### config.mk
export PLATFORM = sky130hd
export DESIGN_NAME = slsd_ctrl
export DESIGN_NICKNAME = d
export VERILOG_FILES = /design/src/hw/rtl/slsd_pkg.sv /design/src/hw/rtl/slsd_ctrl.sv
export VERILOG_INCLUDE_DIRS = /design/src /design/src/hw/rtl
export SDC_FILE = /design/constraint.sdc
export NUM_CORES = 1
export LEC_CHECK = 0
export ABC_AREA = 1
export BUFFER_PORTS_ARGS = -buffer_cell sky130_fd_sc_hd__buf_4
export CORE_AREA = 2 2 39 41
export CTS_CLUSTER_SIZE = 14
export DETAILED_ROUTE_END_ITERATION = 16
export DIE_AREA = 0 0 41 43
export GPL_TIMING_DRIVEN = 0
export PLACE_DENSITY_LB_ADDON = 0.1
export SKIP_CTS_REPAIR_TIMING = 1
export SKIP_LAST_GASP = 1
export SLEW_MARGIN = 10
export SYNTH_ARGS = -nofsm -noshare
export SYNTH_HDL_FRONTEND = slang
export SYNTH_SLANG_ARGS = --single-unit
### constraint.sdc
create_clock -name clk -period 1.21 [get_ports clk]
set_input_delay 0.0605 -clock clk [delete_from_list [all_inputs] [get_ports clk]]
set_output_delay 0.0605 -clock clk [all_outputs]
set_load 0.1 [all_outputs]
### src/hw/rtl/successor_list_symbol_decoder_assert.svh
// Assertion macros shared by the successor list symbol decoder modules
`ifndef SUCCESSOR_LIST_SYMBOL_DECODER_ASSERT_SVH
`define SUCCESSOR_LIST_SYMBOL_DECODER_ASSERT_SVH

// expression holds at every edge out of reset
`define SLSD_ASSERT_HOLDS(label, clk, rst_n, expr, msg) \
	label: assert property (@(posedge clk) disable iff (!rst_n) (expr)) \
		else $error(msg);

// consequent holds in the same cycle as the antecedent
`define SLSD_ASSERT_SAME(label, clk, rst_n, ante, cons, msg) \
	label: assert property (@(posedge clk) disable iff (!rst_n) (ante) |-> (cons)) \
		else $error(msg);

// consequent holds in the cycle after the antecedent
`define SLSD_ASSERT_NEXT(label, clk, rst_n, ante, cons, msg) \
	label: assert property (@(posedge clk) disable iff (!rst_n) (ante) |=> (cons)) \
		else $error(msg);

`endif

### src/hw/rtl/slsd_pkg.sv
// Types shared by the successor list symbol decoder
package slsd_pkg;

	typedef struct packed {
		logic [7:0] cipher_byte;
		logic       message_start;
	} slsd_in_word_t;

	typedef struct packed {
		logic [7:0] plain_byte;
		logic       was_new;
	} slsd_out_word_t;

	// controller to datapath commands
	typedef struct packed {
		logic load;
		logic reduce_grp;
		logic reduce_all;
		logic update;
	} slsd_cmd_t;

	localparam int GRP_SIZE = 16;

endpackage

### src/hw/rtl/slsd_ctrl.sv
// Sequencing controller of the successor list symbol decoder
`include "successor_list_symbol_decoder_assert.svh"

module slsd_ctrl import slsd_pkg::*; (
	input  logic      clk,
	input  logic      arst_n,
	input  logic      in_valid,
	output logic      in_ready,
	output logic      out_valid,
	input  logic      out_ready,
	output slsd_cmd_t cmd
);

	typedef enum logic [1:0] {
		S_IDLE,
		S_GRP,
		S_ALL,
		S_UPD
	} state_t;

	state_t state_q;
	logic   out_valid_q;
	logic   out_free;

	assign out_free  = !out_valid_q || out_ready;
	assign in_ready  = (state_q == S_IDLE);
	assign out_valid = out_valid_q;

	always_comb begin
		cmd            = '0;
		cmd.load       = in_valid && (state_q == S_IDLE);
		cmd.reduce_grp = (state_q == S_GRP);
		cmd.reduce_all = (state_q == S_ALL);
		cmd.update     = (state_q == S_UPD) && out_free;
	end

	always_ff @(posedge clk or negedge arst_n) begin
		if (!arst_n) begin
			state_q     <= S_IDLE;
			out_valid_q <= 1'b0;
		end else begin
			case (state_q)
				S_IDLE: begin
					if (in_valid)
						state_q <= S_GRP;
				end
				S_GRP: state_q <= S_ALL;
				S_ALL: state_q <= S_UPD;
				S_UPD: begin
					if (out_free)
						state_q <= S_IDLE;
				end
				default: state_q <= S_IDLE;
			endcase
			if (cmd.update)
				out_valid_q <= 1'b1;
			else if (out_ready)
				out_valid_q <= 1'b0;
		end
	end

	`SLSD_ASSERT_NEXT(a_load_starts, clk, arst_n, cmd.load, state_q == S_GRP, "accepted word did not start reduction")
	`SLSD_ASSERT_NEXT(a_update_shows, clk, arst_n, cmd.update, out_valid_q, "updated word not presented")
	`SLSD_ASSERT_NEXT(a_upd_waits, clk, arst_n, (state_q == S_UPD) && out_valid_q && !out_ready, state_q == S_UPD, "finished word dropped while output full")

endmodule

Word level (Yosys, flattened, before mapping):

Cells that the tools add are included.
Widths: inputs -> output; s select.

* bits in registers: 3
* input port bits: 4

* equal/unequal tests: 5
* muxes and demuxes: 5
* reduce and logical (&&, ||, !) cells: 7

Operators with widths (number)
* $pmux 2 s4: 1
* $eq 2x2->1 const B: 2
* $mux 2: 2
* $ne 2x2->1 const B: 2
* $eq 2x1->1 const B: 1
* $logic_and 1x1->1: 2
* $logic_not 2->1: 1
* $mux 1: 2
* $reduce_and 2->1: 1
* $reduce_bool 2->1: 1
* $logic_not 1->1: 1
* $logic_or 1x1->1: 1

Logic depth before layout (Yosys ltp):

Gate-level depths: netlist (run 1).

* word-level depth: 4
* gate-level depth with buffers: 6
* gate-level depth less buffers: 6

Least setup slack after synthesis (run 1):

No wires, ideal clock.

* kind: register to output
* start: reg out_valid_q (netlist: out_valid)
* end: out cmd[0] (netlist bit)
* data arrival time: 2.401 ns
* data required time: 1.150 ns
* setup slack: -1.251 ns
* stages on the path, launching flop included: 2
* cells stage by stage: dfrtp_1 -> a21oi_1

RTL lines
* from (decl): RTL line slsd_ctrl.sv:22 `logic out_valid_q;`
* from (signal assigned): RTL line slsd_ctrl.sv:40 `out_valid_q <= 1'b0;`
* from (signal assigned): RTL line slsd_ctrl.sv:56 `out_valid_q <= 1'b1;`
* from (signal assigned): RTL line slsd_ctrl.sv:58 `out_valid_q <= 1'b0;`
* to (decl): RTL line slsd_ctrl.sv:11 `output slsd_cmd_t cmd`

Worst setup path after layout (run 1):

* start: reg state_q[1]
* end: out in_ready

* longest elaborated chain between the ends: 1

Ends and longest elaborated chain
* from (decl): RTL line slsd_ctrl.sv:21 `state_t state_q;`
* from (signal assigned): RTL line slsd_ctrl.sv:39 `state_q <= S_IDLE;`
* from (signal assigned): RTL line slsd_ctrl.sv:45 `state_q <= S_GRP;`
* from (signal assigned): RTL line slsd_ctrl.sv:47 `S_GRP: state_q <= S_ALL;`
* $logic_not 2->1: RTL line slsd_ctrl.sv:26 `assign in_ready = (state_q == S_IDLE);`
* to (decl): RTL line slsd_ctrl.sv:8 `output logic in_ready,`

No other way between the ends.

==> results.cfg, run 1 <==
[cells_and_area]
antenna_cells = 0
multi_input_area_um2 = 166
synthToLayoutAreaGrowth_pct = 110
layout-drive-gt1-share = 0.667
seqCellArea_um2 = 77.6
fin_nets = 54
fillers = 151

[logic_synthesis]
syn_area_per_cell_um2 = 7.68
ys_types = 9
netlist_area_um2 = 223
ys_warn_count = 0
synth-seq-area-share = 0.337
synth_fp_nets = 37
syn_inst = 29
yosys_register_bits = 3

[global_routing]
grt_pass1_wl_um = 876
grt_use_met1 = 0.0812
track_usage = 0.0775
antenna_found_initial = 0
top_usage_layer = met2
grt_pass1_vias = 218
grt_max_degree = 5
use_met2 = 0.106
grt-ovfl-total = 0
use_met3 = 0.0471

[clock_tree]
path_clk_slew_ns = 0.04
cts_sinks = 3
cts_buffers = 3
clk-insertion-delay-late_ns = 0.23
cts_buffer_depth = 2
ctsRootBufferMaster = clkbuf_4
cts_max_level = 1
cts_tree = built

[route]
wl_per_cell_um = 8.21
drc = 0
drt_first_pass_iters = 2
routed_wl_um = 501
ant_nets = 0
drt_iter0_markers = 1
via_per_inst = 3.66
vias = 223

[floorplan]
core_um2 = 1380
die_h_um = 43
rows = 14
io-pin-count = 10
die_w_um = 41
initial_core_util = 0.161
dieArea_um2 = 1760

[min_path]
min_from = out_ready
min_path_type = in -> reg
holdPathEnd = out_valid$_DFFE_PN0P_
min_delay_path_depth = 4

[worst_setup_path]
start_kind = register
slowest_delay_ns = 0.44
regToRegSetupSlack_ns = 0.07
required_ns = 1.15
endpoint_kind = primary output
critical-path-slowest-cell = dfrtp_2
crit_arrival_ns = 1.23
critical_path_class = reg -> out
r2r_end = state_q[1]$_DFFE_PN0P_
crit_chain = inv_2 -> ha_4 -> buf_4
worstReg2RegStart = state_q[1]$_DFFE_PN0P_
rr_worst_depth = 6
worstPathMaxFanout = 4

[placement]
io_buffers = 9
gp_congestion = 0.623
dp_hpwl_um = 385

[timing]
period_share = 1.07
tns_ns = -0.235
finalHoldViolCount = 0
setup_viol = 3
worst_clock_skew_ns = 0.00383
fin_ws_ns = -0.0815
layout_min_cycle_time_ns = 1.29
maxSlewHeadroom = 0.816
grt_setup_unrepaired = true
timing.fmax_mhz = 774
slew_viol_final = 0
worst_pin_slew_ns = 0.279

[flow_run]
cap_viol_max_count = 0

[run_status]
violations = negative setup slack
outcome = finished with violations
## worst max-delay path, delay by kind of cell (launching register included)
family | cells | cell delay (ns)
flops | 1 | 0.44
buf+inv | 2 | 0.39
fa+ha+maj | 1 | 0.17
## placed cells by master, fill, tap and decap left out
cell           netlist  routed
inv_1                7       3
dlygate4sd3_1        0       1
clkbuf_4             0       3
clkinvlp_4           0       1
a21oi_4              0       1
ha_4                 0       2
nand2_4              0       1
nand2_1              8       7
nand2_2              2       2
nand3_1              2       2
ha_2                 0       2
buf_12               0       4
inv_2                1       4
dfrtp_2              0       2
clkbuf_1             0       1
nand3_2              1       1
buf_4                0       7
dfrtp_1              3       1
## state kept, by name, summed over array words and instances, names as in the netlist
name and count:
state_q 2, out_valid 1
## per-stage QoR
step / utilization / std cells / setup slack (ns) / instance area, um2 / hold WS [ns]
after detailed placement: 0.256 / 54 / 0.0229 / 354 / -0.149
after global routing: 0.337 / 61 / -0.156 / 467 / 0.0848
after global placement: 0.256 / 54 / 0.0210 / 354 / -0.148
after floorplan: - / 29 / -0.156 / 267 / -0.235
after CTS: 0.275 / 58 / -0.230 / 380 / -0.397
final: 0.337 / 61 / -0.0815 / 467 / 0.0843
## final cells by class
type,count,share of cell area
Tap cell,16,0.0429
Sequential cell,3,0.166
Clock buffer,4,0.0563
Inverter,8,0.0724
Timing Repair Buffer,12,0.306
Multi-Input combinational cell,18,0.357
## cell usage after synthesis
library cell  n  area share
inv_2         1       0.017
nand3_2       1       0.045
ha_1          4        0.22
inv_1         7        0.12
nand2_1       8        0.13
dfrtp_1       3        0.34
a21oi_1       1       0.022
nand2_2       2       0.056
nand3_1       2       0.045
## logic make-up after synthesis
kind of cell             share of synthesized area
buffers and inverters                        0.135
AO/OA/AOI/OAI                               0.0225
flip-flops                                   0.337
AND/OR/NAND/NOR                              0.281
adder cells (fa/ha/maj)                      0.225
## routing by layer
| layer | vias to the layer above | wire [um] |
|---|---|---|
| met2 | 8 | 263 |
| li1 | 117 | - |
| met1 | 96 | 196 |
| met3 | 2 | 31 |
| met4 | 0 | 8 |
| met5 | - | 0 |
## worst max path at each step
| stage | start | end | cells after the start |
|---|---|---|---|
| after floorplan | state_q[1]$_DFFE_PN0P_ | cmd[3] | 4 |
| after global placement | state_q[1]$_DFFE_PN0P_ | cmd[0] | 4 |
| after detailed placement | state_q[1]$_DFFE_PN0P_ | cmd[0] | 4 |
| after CTS | state_q[1]$_DFFE_PN0P_ | cmd[0] | 4 |
| after global routing | state_q[0]$_DFFE_PN0P_ | cmd[0] | 4 |
| final | state_q[1]$_DFFE_PN0P_ | in_ready | 3 |
Power of run 1 is left out: the tool's default activity adds up to more than one toggle a clock period on the data nets, which glitch-free logic cannot reach.
==> run 2, diff against run 1 <==
RECOVER_POWER = 50   (was not set)
==> results.cfg, run 2 (synthesis gave the netlist of run 1 again) <==
[global_routing]
grt-ovfl-total = 0
top_usage_layer = met2
use_met3 = 0.0471
use_met2 = 0.106
grt_pass1_vias = 218
track_usage = 0.0775
grt_pass1_wl_um = 876
grt_max_degree = 5
grt_use_met1 = 0.0812
antenna_found_initial = 0

[worst_setup_path]
start_kind = register
cp_top_family = flip-flops
critical-path-slowest-cell = dfrtp_2
crit_arrival_ns = 1.23
crit_chain = inv_2 -> ha_4 -> buf_4
required_ns = 1.15
critical_path_class = reg -> out
path_buf_inv = 2
slowest_delay_ns = 0.44
worstPathMaxFanout = 4
endpoint_kind = primary output

[clock_tree]
clk-insertion-delay-late_ns = 0.23
ctsRootBufferMaster = clkbuf_4
cts_sinks = 3
cts_tree = built
cts_buffers = 3
cts_max_level = 1
path_clk_slew_ns = 0.04
cts_buffer_depth = 2

[floorplan]
rows = 14
die_w_um = 41
initial_core_util = 0.161
io-pin-count = 10
die_h_um = 43
dieArea_um2 = 1760
core_um2 = 1380

[timing]
timing.fmax_mhz = 774
layout_min_cycle_time_ns = 1.29
slew_viol_final = 0
finalHoldViolCount = 0
period_share = 1.07
maxSlewHeadroom = 0.816
worst_pin_slew_ns = 0.279
setup_viol = 3
fin_ws_ns = -0.0815
worst_clock_skew_ns = 0.00383
grt_setup_unrepaired = true

[cells_and_area]
fin_nets = 54
final_common_cell = nand2_1
largest_reg_flops = 2
fillers = 151
fin_util = 0.335
antenna_cells = 0
layout-drive-gt1-share = 0.644
layout_common_cells = nand2_1 (7), buf_4 (6), inv_2 (4), buf_12 (4)
multi_input_area_um2 = 166
instances_no_fill = 61
seqCellArea_um2 = 77.6
synthToLayoutAreaGrowth_pct = 108
regMostFlops = state_q

[placement]
gp_congestion = 0.623
dp.cells = 54
dp_hpwl_um = 385
io_buffers = 9

[run_status]
outcome = finished with violations
violations = negative setup slack

[route]
drt_iter0_markers = 1
ant_nets = 0
routed_wl_um = 501
vias = 223
wl_per_cell_um = 8.21
drc = 0
drt_first_pass_iters = 2
via_per_inst = 3.66

[flow_run]
cap_viol_max_count = 0

[min_path]
min_path_type = in -> reg
==> run 2: changes by cell type in the layout (fill, tap and decap cells not counted), sizes merged <==
cell	change
buf	-1
clkbuf	+1
==> run 2: final cells by class <==
| cell class | count | area share |
|---|---|---|
| repair buffers | 12 | 0.300 |
| inverters | 8 | 0.0730 |
| clock buffers | 4 | 0.0568 |
| flip-flops and latches | 3 | 0.168 |
| multi-input cells | 18 | 0.359 |
| well taps | 16 | 0.0432 |
==> run 2: through the flow <==
stage / hold slack (ns) / instance area (um2) / TNS, ns / setup slack, ns
2_1_floorplan: -0.235 / 267 / -0.420 / -0.156
5_1_grt: 0.0848 / 463 / -0.488 / -0.156
6_report: 0.0843 / 463 / -0.235 / -0.0815
4_1_cts: -0.397 / 380 / -0.619 / -0.230
3_5_place_dp: -0.149 / 354 / 0 / 0.0229
3_3_place_gp: -0.148 / 354 / 0 / 0.0210
==> run 2: worst reg2reg max path: stages (launching register included) <==
cell and delay, ns:
dfrtp_2 0.44, ha_2 0.22, buf_4 0.13, nand3_2 0.09, nand2_2 0.06, nand2_1 0.05
nand2_1 0.05
==> run 2: path summary, 6_finish.rpt <==
kind	start	to	slack, ns	depth (start not counted)
setup reg to reg	state_q[1]$_DFFE_PN0P_	state_q[1]$_DFFE_PN0P_	0.07	6
setup / recovery	state_q[1]$_DFFE_PN0P_	in_ready	-0.08	3
min in group asynchronous	arst_n	state_q[1]$_DFFE_PN0P_	0.16	2
max in group asynchronous	arst_n	out_valid$_DFFE_PN0P_	0.89	2
hold / removal	out_ready	out_valid$_DFFE_PN0P_	0.08	4
hold reg to reg	out_valid$_DFFE_PN0P_	out_valid$_DFFE_PN0P_	0.55	2
==> run 2: per-layer routing <==
metal  part of all wire  vias up
met1               0.39       96
met2               0.52        8
met5                  0        -
li1                   -      117
met4              0.016        0
met3              0.062        2
Power of run 2 is left out for the same reason.
